--- src/rtl/lbps_pkg.sv ---
package lbps_pkg;

    localparam int REG_COUNT = 8;
    localparam int REG_W     = 17;
    localparam int INDEX_W   = 3;
    localparam int TICKS_W   = 16;
    // scan pointer and scan count reach the pattern length itself, at most 8
    localparam int SCAN_W    = 4;

    localparam logic [REG_W-1:0] STEP_RESET [REG_COUNT] = '{
        17'd500, 17'd500, 17'h1FFFF, 17'h1FFFF,
        17'h1FFFF, 17'h1FFFF, 17'h1FFFF, 17'h1FFFF
    };

    localparam logic [TICKS_W-1:0] TICKS_RESET = STEP_RESET[0][TICKS_W-1:0];

    typedef enum logic [1:0] {
        ST_IDLE,
        ST_COUNT,
        ST_SCAN,
        ST_DONE
    } seq_state_t;

    typedef struct packed {
        logic start;
        logic tick;
        logic halt;
        logic out_free;
    } seq_ctrl_t;

    typedef struct packed {
        logic idle;
        logic done;
    } seq_stat_t;

endpackage

--- src/rtl/led_blink_pattern_sequencer.sv ---
// an input transfer moves through ST_COUNT and ST_DONE into the result register when
// halted or with no tick; a tick that ends the step adds ST_SCAN, which walks the table
// one item at a time: no new input is taken until ST_DONE hands the result on; the scan
// reads one table entry per cycle through the shared compare path
// reset: asynchronous, active low; table back to 500, 500, then -1, led dark,
// step 0, tick count loaded with 500
module led_blink_pattern_sequencer
    import lbps_pkg::*;
#(
    parameter int PATTERN_LENGTH = 8
)
(
    input  logic               clk,
    input  logic               rst_n,
    input  logic               wr_en,
    input  logic [INDEX_W-1:0] wr_index,
    input  logic [REG_W-1:0]   wr_data,
    input  logic               s_tvalid,
    output logic               s_tready,
    input  logic [7:0]         s_tdata,   // tick, halt
    output logic               m_tvalid,
    input  logic               m_tready,
    output logic [7:0]         m_tdata    // led_on, step_now[2:0]
);

    seq_ctrl_t          ctrl;
    seq_stat_t          stat;
    logic [INDEX_W-1:0] rd_index;
    logic [REG_W-1:0]   rd_time;
    logic [REG_W-1:0]   zero_time;
    logic               led;
    logic [INDEX_W-1:0] step;

    logic               tick_reg;
    logic               halt_reg;

    logic               out_valid_reg;
    logic               out_led_reg;
    logic [INDEX_W-1:0] out_step_reg;

    lbps_table u_table (
        .clk       (clk),
        .rst_n     (rst_n),
        .wr_en     (wr_en),
        .wr_index  (wr_index),
        .wr_data   (wr_data),
        .rd_index  (rd_index),
        .rd_time   (rd_time),
        .zero_time (zero_time)
    );

    // input fields held for the whole item, the bus may move on after the transfer
    always_ff @(posedge clk or negedge rst_n)
    begin
        if (!rst_n)
        begin
            tick_reg <= 1'b0;
            halt_reg <= 1'b0;
        end
        else if (ctrl.start)
        begin
            tick_reg <= s_tdata[0];
            halt_reg <= s_tdata[1];
        end
    end

    assign s_tready      = stat.idle;
    assign ctrl.start    = s_tvalid && s_tready;
    assign ctrl.tick     = tick_reg;
    assign ctrl.halt     = halt_reg;
    assign ctrl.out_free = !out_valid_reg || m_tready;

    lbps_seq #(
        .PATTERN_LENGTH (PATTERN_LENGTH)
    ) u_seq (
        .clk       (clk),
        .rst_n     (rst_n),
        .ctrl      (ctrl),
        .rd_time   (rd_time),
        .zero_time (zero_time),
        .rd_index  (rd_index),
        .stat      (stat),
        .led       (led),
        .step      (step)
    );

    // result register parts the sequencer from the output transfer
    always_ff @(posedge clk or negedge rst_n)
    begin
        if (!rst_n)
        begin
            out_valid_reg <= 1'b0;
        end
        else if (stat.done)
        begin
            out_valid_reg <= 1'b1;
        end
        else if (m_tready)
        begin
            out_valid_reg <= 1'b0;
        end
    end

    always_ff @(posedge clk)
    begin
        if (stat.done)
        begin
            out_led_reg  <= led;
            out_step_reg <= step;
        end
    end

    assign m_tvalid = out_valid_reg;
    assign m_tdata  = {4'b0000, out_step_reg, out_led_reg};

endmodule

--- src/rtl/lbps_table.sv ---
module lbps_table
    import lbps_pkg::*;
(
    input  logic               clk,
    input  logic               rst_n,
    input  logic               wr_en,
    input  logic [INDEX_W-1:0] wr_index,
    input  logic [REG_W-1:0]   wr_data,
    input  logic [INDEX_W-1:0] rd_index,
    output logic [REG_W-1:0]   rd_time,
    output logic [REG_W-1:0]   zero_time
);

    logic [REG_W-1:0] step_time_reg [REG_COUNT];

    always_ff @(posedge clk or negedge rst_n)
    begin
        if (!rst_n)
        begin
            for (int k = 0; k < REG_COUNT; k++)
            begin
                step_time_reg[k] <= STEP_RESET[k];
            end
        end
        else if (wr_en)
        begin
            step_time_reg[wr_index] <= wr_data;
        end
    end

    assign rd_time   = step_time_reg[rd_index];
    assign zero_time = step_time_reg[0];

endmodule

--- src/rtl/lbps_seq.sv ---
module lbps_seq
    import lbps_pkg::*;
#(
    parameter int PATTERN_LENGTH = 8
)
(
    input  logic               clk,
    input  logic               rst_n,
    input  seq_ctrl_t          ctrl,
    input  logic [REG_W-1:0]   rd_time,
    input  logic [REG_W-1:0]   zero_time,
    output logic [INDEX_W-1:0] rd_index,
    output seq_stat_t          stat,
    output logic               led,
    output logic [INDEX_W-1:0] step
);

    seq_state_t         state_reg, state_next;
    logic [INDEX_W-1:0] step_reg, step_next;
    logic [TICKS_W-1:0] ticks_reg, ticks_next;
    logic               led_reg, led_next;
    logic [SCAN_W-1:0]  idx_reg, idx_next;
    logic [SCAN_W-1:0]  cnt_reg, cnt_next;

    logic               frozen;
    logic [TICKS_W-1:0] ticks_dec;
    logic               dec_zero;
    logic               wrap;
    logic [INDEX_W-1:0] eff;
    logic [TICKS_W-1:0] eff_val;
    logic [SCAN_W-1:0]  cnt_inc;
    logic               scan_neg0;
    logic               scan_hit;
    logic               scan_out;
    logic               scan_stop;

    // shared decrement and compare path
    assign frozen    = ctrl.halt || !ctrl.tick;
    assign ticks_dec = ticks_reg - TICKS_W'(1);
    assign dec_zero  = (ticks_reg == '0) || (ticks_dec == '0);

    // one table entry looked at per cycle; past the end or negative wraps to step 0
    assign rd_index  = idx_reg[INDEX_W-1:0];
    assign wrap      = (idx_reg >= SCAN_W'(PATTERN_LENGTH)) || rd_time[REG_W-1];
    assign eff       = wrap ? '0 : idx_reg[INDEX_W-1:0];
    assign eff_val   = wrap ? zero_time[TICKS_W-1:0] : rd_time[TICKS_W-1:0];
    assign cnt_inc   = cnt_reg + SCAN_W'(1);
    assign scan_neg0 = zero_time[REG_W-1];
    assign scan_hit  = !scan_neg0 && (eff_val != '0);
    assign scan_out  = cnt_inc == SCAN_W'(PATTERN_LENGTH);
    assign scan_stop = scan_neg0 || scan_hit || scan_out;

    always_comb
    begin
        state_next = state_reg;
        case (state_reg)
            ST_IDLE:
            begin
                if (ctrl.start)
                begin
                    state_next = ST_COUNT;
                end
            end
            ST_COUNT:
            begin
                if (frozen || !dec_zero)
                begin
                    state_next = ST_DONE;
                end
                else
                begin
                    state_next = ST_SCAN;
                end
            end
            ST_SCAN:
            begin
                if (scan_stop)
                begin
                    state_next = ST_DONE;
                end
            end
            ST_DONE:
            begin
                if (ctrl.out_free)
                begin
                    state_next = ST_IDLE;
                end
            end
            default:
            begin
                state_next = ST_IDLE;
            end
        endcase
    end

    always_comb
    begin
        stat.idle = 1'b0;
        stat.done = 1'b0;
        case (state_reg)
            ST_IDLE:
            begin
                stat.idle = 1'b1;
            end
            ST_DONE:
            begin
                stat.done = ctrl.out_free;
            end
            default:
            begin
                stat.idle = 1'b0;
            end
        endcase
    end

    always_comb
    begin
        step_next  = step_reg;
        ticks_next = ticks_reg;
        led_next   = led_reg;
        idx_next   = idx_reg;
        cnt_next   = cnt_reg;
        case (state_reg)
            ST_COUNT:
            begin
                if (!frozen)
                begin
                    if (ticks_reg != '0)
                    begin
                        ticks_next = ticks_dec;
                        led_next   = ~step_reg[0];
                    end
                    idx_next = {1'b0, step_reg} + SCAN_W'(1);
                    cnt_next = '0;
                end
            end
            ST_SCAN:
            begin
                if (scan_neg0)
                begin
                    step_next  = '0;
                    ticks_next = '0;
                end
                else if (scan_hit)
                begin
                    step_next  = eff;
                    ticks_next = eff_val;
                    led_next   = ~eff[0];
                end
                else
                begin
                    step_next = eff;
                    idx_next  = {1'b0, eff} + SCAN_W'(1);
                    cnt_next  = cnt_inc;
                    if (scan_out)
                    begin
                        ticks_next = '0;
                    end
                end
            end
            default:
            begin
                step_next = step_reg;
            end
        endcase
    end

    always_ff @(posedge clk or negedge rst_n)
    begin
        if (!rst_n)
        begin
            state_reg <= ST_IDLE;
            step_reg  <= '0;
            ticks_reg <= TICKS_RESET;
            led_reg   <= 1'b0;
            idx_reg   <= '0;
            cnt_reg   <= '0;
        end
        else
        begin
            state_reg <= state_next;
            step_reg  <= step_next;
            ticks_reg <= ticks_next;
            led_reg   <= led_next;
            idx_reg   <= idx_next;
            cnt_reg   <= cnt_next;
        end
    end

    assign led  = led_reg;
    assign step = step_reg;

endmodule

--- config.mk ---
export PLATFORM = sky130hd
export DESIGN_NAME = led_blink_pattern_sequencer
export DESIGN_NICKNAME = d
export VERILOG_FILES = /design/src/rtl/lbps_pkg.sv /design/src/rtl/led_blink_pattern_sequencer.sv /design/src/rtl/lbps_table.sv /design/src/rtl/lbps_seq.sv
export SDC_FILE = /design/constraint.sdc
export NUM_CORES = 1
export LEC_CHECK = 0
export CORE_ASPECT_RATIO = 1.2
export CORE_MARGIN = 4
export CORE_UTILIZATION = 25
export CTS_BUF_LIST = sky130_fd_sc_hd__clkbuf_4 sky130_fd_sc_hd__clkbuf_8
export CTS_CLUSTER_DIAMETER = 50
export DETAILED_ROUTE_END_ITERATION = 8
export DONT_BUFFER_PORTS = 1
export SLEW_MARGIN = 20
export SYNTH_ARGS = -nofsm -noshare
export SYNTH_HDL_FRONTEND = slang
export SYNTH_SLANG_ARGS = --single-unit
--- constraint.sdc ---
create_clock -name clk -period 8.1 [get_ports clk]
set_input_delay 1.62 -clock clk [delete_from_list [all_inputs] [get_ports clk]]
set_output_delay 1.62 -clock clk [all_outputs]
set_load 0.01 [all_outputs]
==> metrics.md, run 1 <==
| Metric | Value |
|---|---|
| Root buffer cell | `clkbuf_8` |
| Post-synth ARST share | `between 90% and 100%` |
| Post-CTS Hold Buffers | `0` |
| Post-route clock period utilization | `between 40% and 50%` |
| Cells taking the most area after synthesis | `dfstp_2 (36%), mux2_2 (20%), dfrtp_1 (14%), mux4_2 (8.7%), o21ai_0 (2.1%)` |
| Clk_lat worst skew | `between 0.4 and 0.5 ns` |
| Minimum period implied by the final worst setup slack | `~3.7 ns` |
| Die extent in x | `around 180 um` |
| Via count | `approximately 5200` |
| Post-DR wirelength/cell | `16.4 um` |
| Final routed wirelength across all metal layers | `around 18 mm` |
| Number of H-tree branching levels | `4` |
| Pre-antenna DRT Iters | `4` |
| Final setup violation count | `0` |
| Fraction of the core area covered by cells at the end of the flow | `around 28%` |
| Maximum vdd drop | `around 140 uV` |
| Overall die area | `~38000 sq um` |
| Routability-driven placement congestion ratio | `0.780` |
| First-pass GRT wire length | `30.7 mm` |
| Final clock skew | `~0.017 ns` |
| Final Max Slew Viols | `0` |
| Avg Cell Area, Syn | `roughly 13 sq um` |
| Cells resized by post-CTS repair | `0` |
| CTS tree | `done` |
| Clock-pin slew on the worst setup and hold paths | `roughly 0.10 ns` |
| Worst reg2reg setup slack | `4.40 ns` |
| Status | `completed` |
| Top FF cell, synth | `dfstp_2` |
| Worst Tran Pin Value | `between 0.8 and 0.9 ns` |
| # nets final | `about 700` |
| Unrepaired setup endpoints after global routing | `no` |
| Cell type with the largest total area after synthesis | `dfstp_2` |
| Maximum number of pins on one net before global-route repair | `170` |
| Fraction of post-synthesis cell area in the top cell type by area | `between 30% and 40%` |
| Number of endpoints with negative hold slack in the final report | `0` |
| Row count | `74` |
| EDFF count, synth | `4` |
| Setup crit start kind | `register` |
| Max Cap Violations | `0` |
| Arrival time of data at the critical path endpoint | `4.09 ns` |
| TNS Setup | `0 ns` |
| Flops & latches, synth | `between 150 and 200` |
| Antenna diode count | `0` |
| Number of port buffers | `0` |
| Highest Clock Rate | `0.270 GHz` |
| Relative slew margins | `a little over two fifths` |
| Post-detailed-route count of antenna-violating nets | `0` |
| Synthesis warning total | `0` |
| First DRT Iteration DRCs | `approximately 280` |
| DR DRC count | `0` |
| Die height | `about 210 um` |
| Overflow after GRT | `0` |
| Sequential-to-total area share from yosys stat | `roughly half` |
| Post-DP HPWL | `12.0 mm` |
| Number of global-route vias before repair | `5441` |
| Flip-flop count of the largest register after layout | `119` |
| Areal power density over the cells | `324 nW/um^2` |
| Data required, critical path | `about 8.5 ns` |
| Instance count of the mapped netlist | `about 660` |
| Kind of end point of the critical path | `register` |
| GRT Overall Usage | `10.2%` |
| Initial core utilization | `between 20% and 30%` |
| CTS Buf Count | `17` |
| Leakage | `around 3.6 nW` |
| Area of the core | `34400 sq um` |
| Critical setup path kind | `register to register` |
| CTS max path bufs | `2` |
| Hold WC Path Type | `register to register` |
| Post-synthesis cell area | `a little under 9000 sq um` |
| Growth of design area from synthesis to finish | `10.2%` |
| Maximum net fanout on the critical path | `36` |
| Count of buffers added by post-CTS timing repair for setup | `0` |
| Initial antenna violation count | `0` |
| Share of layout cells above drive strength 1 | `roughly 55%` |
| IO Count | `between 40 and 50` |
| Unique masters post-synth | `53` |
| Avg Vias per Cell | `~4.7` |
| Clock sink count | `roughly 170` |
-- per-stage QoR --
stage	power (mW)	std cells	instance area (sq um)	hold slack (ns)	worst slack, ns
floorplan	2.29	666	8760	0.417	4.66
global placement	2.53	1093	9260	0.449	4.35
detailed placement	2.56	1093	9260	0.459	4.35
CTS	3.17	1125	9650	0.486	4.34
global route	3.37	1125	9650	0.509	4.04
finish	3.13	1125	9650	0.476	4.40
-- cell families (layout without fill, tap and decap cells) --
| group | count (synthesis) | in the layout | share of synthesized area (%) |
|---|---|---|---|
| other | 1 | 4 | 0.0428 |
| XOR/XNOR | 5 | 5 | 0.500 |
| buffers and inverters | 52 | 55 | 2.79 |
| multiplexers | 199 | 199 | 29.8 |
| AO/OA/AOI/OAI | 94 | 94 | 6.35 |
| flip-flops | 173 | 173 | 51.4 |
| AND/OR/NAND/NOR | 130 | 130 | 7.82 |
| adder cells (fa/ha/maj) | 9 | 9 | 1.29 |
-- metal layers --
layer | vias to the layer above | track usage, % | part of all wire, %
li1 | 2454 | - | -
met1 | 2687 | 13.6 | 46
met2 | 85 | 16.5 | 49
met3 | 13 | 2.76 | 4.4
met4 | 0 | 2.89 | 1.1
met5 | - | 0 | 0
-- cells in the mapped netlist (5+ instances only) --
cell	instances
mux2_2	154
dfstp_2	120
dfrtp_1	49
o21ai_0	36
nor2_1	35
mux4_2	34
clkbuf_1	27
a21oi_1	26
nand2_1	23
mux2i_1	11
nand3_1	10
nor2b_1	10
ha_1	9
inv_1	9
nor3_1	9
nor4_1	9
a211oi_1	8
buf_4	8
nand2b_1	8
a31oi_1	7
nor3b_1	5
-- path summary, 6_finish.rpt --
path                                   from                        end  cells past startpoint
max in group asynchronous             rst_n  u_table.step_time_reg[94]                      0
hold / removal                u_seq.step[1]            out_step_reg[1]                      0
setup / recovery           u_seq.idx_reg[1]           u_seq.cnt_reg[3]                      8
setup reg to reg           u_seq.idx_reg[1]           u_seq.cnt_reg[3]                      8
hold reg to reg               u_seq.step[1]            out_step_reg[1]                      0
min in group asynchronous             rst_n           u_seq.cnt_reg[0]                      0
-- where the power goes --
part,switching (mW),internal (mW)
Sequential,0.160,1.19
Clock,0.328,0.267
Combinational,0.598,0.578
-- final cells by class --
cell class,count,area [sq um]
fill,3450,24700
clock buffer,20,263
timing repair buffer,14,105
sequential,173,4500
tap,456,571
inverter,9,33.8
multi-input combinational,441,4050
clock inverter,12,124
-- cell usage in the layout (no fill, tap or decap), drive strengths merged, types with 2 or more instances in the layout --
cell type	count
mux2	154
dfstp	120
dfrtp	49
o21ai	36
nor2	35
mux4	34
a21oi	26
nand2	23
clkbuf	20
inv	16
buf	14
mux2i	11
nor2b	10
nand3	10
nor4	9
ha	9
nor3	9
nand2b	8
a211oi	8
a31oi	7
nor3b	5
conb	4
edfxtp	4
nand4b	3
and2	3
xnor2	3
or3	3
o22ai	3
clkinv	3
or2	2
and4	2
xor2	2
nand4	2
o31a	2
nand3b	2
nor4b	2
-- worst max-delay path: stages (launching register included) --
cell and delay [ns]:
dfrtp_2 0.35, buf_4 0.56, mux4_2 0.59, mux2_2 0.31
nor4b_1 0.31, a31oi_1 0.25, a221o_1 0.60, or4b_1 0.56
nand3_1 0.09
Power figures use the tool's default switching activity.
==> run 2, diff against run 1 <==
==> constraint.sdc (replaced) <==
create_clock -name clk -period 3.5 [get_ports clk]
set_input_delay 0.7 -clock clk [delete_from_list [all_inputs] [get_ports clk]]
set_output_delay 0.7 -clock clk [all_outputs]
set_load 0.01 [all_outputs]
==> run 2 against run 1 <==
Design area increased by 1.0%. Wire length increased by 2.9%. Global-route usage increased by 0.13 points. Die area unchanged. Register-to-register slack got worse by 4.1 ns. Cell count increased by 0.71%. Critical path depth increased by 1. Flip-flop and latch count unchanged. Sequential power increased by 130%. Combinational power increased by 140%. Core utilization increased by 0.28 points. Critical endpoint is now u_seq.cnt_reg[2]. Largest cell class unchanged.
==> metrics.md, run 2 (synthesized netlist as in run 1, its figures left out) <==
| Metric | Value |
|---|---|
| Worst reg2reg setup slack | `0.34 ns` |
| CTS tree | `done` |
| Total power consumption of the routed design | `approximately 7.3 mW` |
| Initial antenna violation count | `0` |
| CTS Buf Count | `17` |
| Final Max Slew Viols | `0` |
| Depth of the worst register-to-register path | `9` |
| Finished Layout Cells | `about 1100` |
| Most frequent cells in the layout | `mux2_2 (154), dfstp_2 (120), dfrtp_1 (48), o21ai_0 (36), nor2_1 (35)` |
| Worst Tran Pin Value | `0.584 ns` |
| Root buffer cell | `clkbuf_8` |
| Area of the core | `34400 sq um` |
| Clock-pin slew on the worst setup and hold paths | `0.10 ns` |
| Fraction of the core area covered by cells at the end of the flow | `28.4%` |
| Final routed wirelength across all metal layers | `~19 mm` |
| Avg Vias per Cell | `4.68` |
| IO Count | `43` |
| Final setup violation count | `0` |
| Worst setup path startpoint | `u_seq.idx_reg[1]` |
| Maximum number of pins on one net before global-route repair | `122` |
| GRT Overall Usage | `10.3%` |
| TNS Setup | `0 ns` |
| Routability-driven placement congestion ratio | `about 0.8` |
| Post-DP HPWL | `12.3 mm` |
| Share of layout cells above drive strength 1 | `~55%` |
| Row count | `74` |
| Post-DR wirelength/cell | `between 15 and 20 um` |
| Overflow after GRT | `0` |
| Unrepaired setup endpoints after global routing | `no` |
| Minimum period implied by the final worst setup slack | `roughly 3.2 ns` |
| Post-detailed-route count of antenna-violating nets | `0` |
| Number of port buffers | `0` |
| Leakage | `between 3 and 4 nW` |
| Cell count after placement | `1100` |
| Number of global-route vias before repair | `5457` |
| # nets final | `between 700 and 800` |
| First-pass GRT wire length | `between 30 and 40 mm` |
| Count of buffers added by post-CTS timing repair for setup | `0` |
| Die height | `about 210 um` |
| Clk_lat worst skew | `roughly 0.45 ns` |
| Post-CTS Hold Buffers | `1` |
| Arrival time of data at the critical path endpoint | `3.56 ns` |
| Cells resized by post-CTS repair | `0` |
| Maximum net fanout on the critical path | `14` |
| Flip-flop count of the largest register after layout | `119` |
| First DRT Iteration DRCs | `between 200 and 300` |
| Growth of design area from synthesis to finish | `11.3%` |
| Initial core utilization | `between 20% and 30%` |
| Number of endpoints with negative hold slack in the final report | `0` |
| Final clock skew | `roughly 0.012 ns` |
| Overall die area | `about 38000 sq um` |
| Areal power density over the cells | `753 nW/um^2` |
| Maximum vdd drop | `between 200 and 300 uV` |
| Critical setup path kind | `register to register` |
| Kind of end point of the critical path | `register` |
| Most common library cell in the layout ignoring fill and taps | `mux2_2` |
| Max Cap Violations | `0` |
| CTS max path bufs | `2` |
| Hold WC Path Type | `input port to async pin` |
| Data required, critical path | `approximately 4 ns` |
| Status | `completed` |
| Die extent in x | `between 150 and 200 um` |
| Antenna diode count | `0` |
| Highest Clock Rate | `about 0.32 GHz` |
| Post-route clock period utilization | `90.4%` |
| Via count | `around 5300` |
| DR DRC count | `0` |
| Setup crit start kind | `register` |
| Clock sink count | `around 170` |
| Number of H-tree branching levels | `4` |
| Fillers | `around 3500` |
| Pre-antenna DRT Iters | `4` |
| Relative slew margins | `60.7%` |
| Launching point of the worst reg2reg path | `u_seq.idx_reg[1]` |
==> run 2: final timing paths <==
check	endpoint
max reg2reg	u_seq.cnt_reg[2]
min in group clk	u_table.step_time_reg[35]
max in group asynchronous	u_table.step_time_reg[111]
min reg2reg	out_step_reg[0]
max	u_seq.cnt_reg[2]
min	u_table.step_time_reg[84]
==> run 2: per-stage QoR <==
stage,hold slack [ns],setup slack [ns],cell area (sq um)
finish,0.112,0.337,9750
global route,0.0656,0.0724,9750
global placement,0.417,0.345,9340
CTS,0.0792,0.303,9750
detailed placement,0.417,0.322,9340
floorplan,0.404,0.612,8760
==> run 2: worst max-delay path: stages, from the launching register on <==
cell	delay (ns)
dfrtp_2	0.42
buf_4	0.29
mux4_2	0.54
mux2_2	0.29
nor4b_1	0.28
a31oi_1	0.24
a221o_1	0.43
buf_4	0.19
or3_1	0.35
nand3_1	0.08
==> run 2: cell type report <==
class / count / area (sq um) / share of cell area (%)
inverter: 9 / 33.8 / 0.347
multi-input combinational: 441 / 4050 / 41.6
timing repair buffer: 22 / 210 / 2.16
clock buffer: 20 / 275 / 2.82
clock inverter: 12 / 103 / 1.05
sequential: 173 / 4500 / 46.2
tap: 456 / 571 / 5.85
==> run 2: power breakdown <==
group	switching [mW]	internal, mW	total [mW]
clock	0.779	0.570	1.35
sequential	0.383	2.77	3.15
combinational	1.42	1.42	2.84
==> run 2: metal layers <==
metal	vias to the layer above	part of all wire [%]	GRT usage [%]
met4	0	0.90	2.46
li1	2456	-	-
met2	87	48	16.7
met3	9	4.3	2.71
met5	-	0	0
met1	2750	47	14.0
==> run 3, diff against run 2 <==
--- a/config.mk
+++ b/config.mk
@@ -12,6 +12,7 @@
 export CTS_CLUSTER_DIAMETER = 50
 export DETAILED_ROUTE_END_ITERATION = 8
 export DONT_BUFFER_PORTS = 1
+export PLACE_DENSITY_LB_ADDON = 0.15
 export SLEW_MARGIN = 20
 export SYNTH_ARGS = -nofsm -noshare
 export SYNTH_HDL_FRONTEND = slang
==> run 3 against run 2 <==
Sequential power about the same. Critical path depth rose by 1. Wire length is 12% higher. Clock skew shrank 0.00065 ns. Clock power about the same. Die area did not move. Largest power group unchanged.
==> metrics.md, run 3 (synthesized netlist as in run 1, its figures left out) <==
| Metric | Value |
|---|---|
| Kind of end point of the critical path | `register` |
| Root buffer cell | `clkbuf_8` |
| TNS Setup | `0 ns` |
| Share of layout cells above drive strength 1 | `roughly 55%` |
| Relative slew margins | `about three fifths` |
| Pre-antenna DRT Iters | `4` |
| Post-route cell area | `slightly below 10000 sq um` |
| First-pass GRT wire length | `approximately 34 mm` |
| Growth of design area from synthesis to finish | `11.6%` |
| Top delay family on crit path | `multiplexers` |
| Worst Tran Pin Value | `a little over 0.6 ns` |
| Hold WC Path Type | `input port to async pin` |
| Critical setup path kind | `register to register` |
| Maximum net fanout on the critical path | `23` |
| Fraction of the core area covered by cells at the end of the flow | `between 20% and 30%` |
| Area of the core | `roughly 34000 sq um` |
| Unrepaired setup endpoints after global routing | `no` |
| Most frequent cells in the layout | `mux2_2 (154), dfstp_2 (120), dfrtp_1 (48), o21ai_0 (36), nor2_1 (35)` |
| Areal power density over the cells | `763 nW/um^2` |
| Max Cap Violations | `0` |
| Post-DR wirelength/cell | `about 19 um` |
| Fillers | `approximately 3500` |
| CTS Buf Count | `17` |
| Met3 Routed Length | `roughly 580 um` |
| CTS max path bufs | `2` |
| Leakage | `between 3 and 4 nW` |
| CP Buf/Inv Count | `3` |
| Fraction of power consumed by combinational cells | `between 30% and 40%` |
| Post-DP HPWL | `13.7 mm` |
| Longest individual stage delay on the worst path | `roughly 0.50 ns` |
| Routed wire length on met2 | `10.4 mm` |
| Die extent in x | `roughly 180 um` |
| Via count | `roughly 5400` |
| Minimum period implied by the final worst setup slack | `3.21 ns` |
| Number of global-route vias before repair | `5648` |
| Clk_lat worst skew | `0.48 ns` |
| Worst reg2reg setup slack | `around 0.29 ns` |
| Clock-pin slew on the worst setup and hold paths | `0.09 ns` |
| Highest metal layer with signal wires | `met4` |
| Flip-flop count of the largest register after layout | `approximately 120` |
| Initial antenna violation count | `0` |
| Setup crit start kind | `register` |
| Data required, critical path | `3.93 ns` |
| First DRT Iteration DRCs | `296` |
| Overflow after GRT | `0` |
| Routability-driven placement congestion ratio | `~0.79` |
| Clock sink count | `~170` |
| Power share of the sequential group | `a little over two fifths` |
| Most common library cell in the layout ignoring fill and taps | `mux2_2` |
| IO Count | `43` |
| Final clock skew | `around 0.011 ns` |
| Antenna diode count | `0` |
| Met1 layer wirelength in the final routing | `approximately 9.9 mm` |
| Clk pwr share | `roughly 18%` |
| Internal power consumption | `just under 5 mW` |
| Maximum vdd drop | `about 270 uV` |
| Number of endpoints with negative hold slack in the final report | `0` |
| GRT Overall Usage | `a little under an eighth` |
| Number of port buffers | `0` |
| Die height | `roughly 210 um` |
| Critical Path Most Common Cell | `buf_4` |
| FF/Latch Area | `approximately 4500 sq um` |
| Maximum number of pins on one net before global-route repair | `~120` |
| Final Max Slew Viols | `0` |
| Critical Path, Cell by Cell | `buf_12 > buf_4 > mux4_2 > mux2_2 > nor4b_1 > a31oi_1 > a221o_1 > buf_4 > or3_1 > nand3_1` |
| Avg Vias per Cell | `roughly 4.8` |
| Highest Clock Rate | `0.311 GHz` |
| Worst-case hold slack | `0.108 ns` |
| Post-placement cell area | `9370 sq um` |
| # nets final | `a little over 700` |
| Final routed wirelength across all metal layers | `21.2 mm` |
| Post-detailed-route count of antenna-violating nets | `0` |
| Status | `completed` |
| Switching power total | `about 2.6 mW` |
| CTS tree | `done` |
| Final setup violation count | `0` |
| Switching Fraction | `a little over a third` |
| Arrival time of data at the critical path endpoint | `~3.6 ns` |
| Row count | `74` |
| DR DRC count | `0` |
| Count of buffers added by post-CTS timing repair for setup | `0` |
| Overall die area | `around 38000 sq um` |
| Number of H-tree branching levels | `4` |
| Post-route clock period utilization | `slightly above 90%` |
| Initial core utilization | `between 20% and 30%` |
| Cell with the biggest individual delay on the critical path | `mux4_2` |
| Combined area of the multi-input logic cells | `between 4000 and 5000 sq um` |
## run 3: path summary, 6_finish.rpt
path,startpoint,to,depth (start not counted)
worst max-delay path,u_seq.idx_reg[1],u_seq.cnt_reg[2],10
worst min-delay path,rst_n,u_table.step_time_reg[16],0
worst max register to register,u_seq.idx_reg[1],u_seq.cnt_reg[2],10
worst min register to register,u_seq.led,out_led_reg,0
max in group asynchronous,rst_n,u_table.step_time_reg[117],1
min in group clk,wr_data[0],u_table.step_time_reg[68],1
## run 3: metrics by stage
| stage | setup slack [ns] | power, mW | instances |
|---|---|---|---|
| final | 0.288 | 7.46 | 1137 |
| after detailed placement | 0.271 | 6.16 | 1104 |
| after global routing | 0.0170 | 8.01 | 1137 |
| after floorplan | 0.612 | 5.30 | 666 |
| after global placement | 0.261 | 6.09 | 1104 |
| after CTS | 0.262 | 7.60 | 1137 |
## run 3: layer usage
layer  global-route usage (%)  up-vias
met1                     15.4     2867
met4                     4.42        0
li1                         -     2455
met5                        0        -
met3                     2.64       18
met2                     19.2       67
## run 3: layout make-up
cell class	count	area share (%)
Sequential cell	173	46.1
Multi-Input combinational cell	441	41.5
Tap cell	456	5.84
Clock buffer	23	2.92
Timing Repair Buffer	26	2.46
Clock inverter	9	0.909
Inverter	9	0.346
## run 3: power by group through the flow
stage | Sequential, mW | Clock (mW) | Combinational [mW]
after floorplan | 3.03 | 0 | 2.27
after global placement | 3.16 | 0 | 2.93
after detailed placement | 3.20 | 0 | 2.96
after CTS | 3.17 | 1.44 | 2.99
after global routing | 3.24 | 1.51 | 3.26
final | 3.16 | 1.36 | 2.93
## run 3: timing repair
item,CTS,global route
endpoints found under the setup margin,0,0
resized for setup,0,0
hold endpoints to repair,49,0
hold buffers,1,0
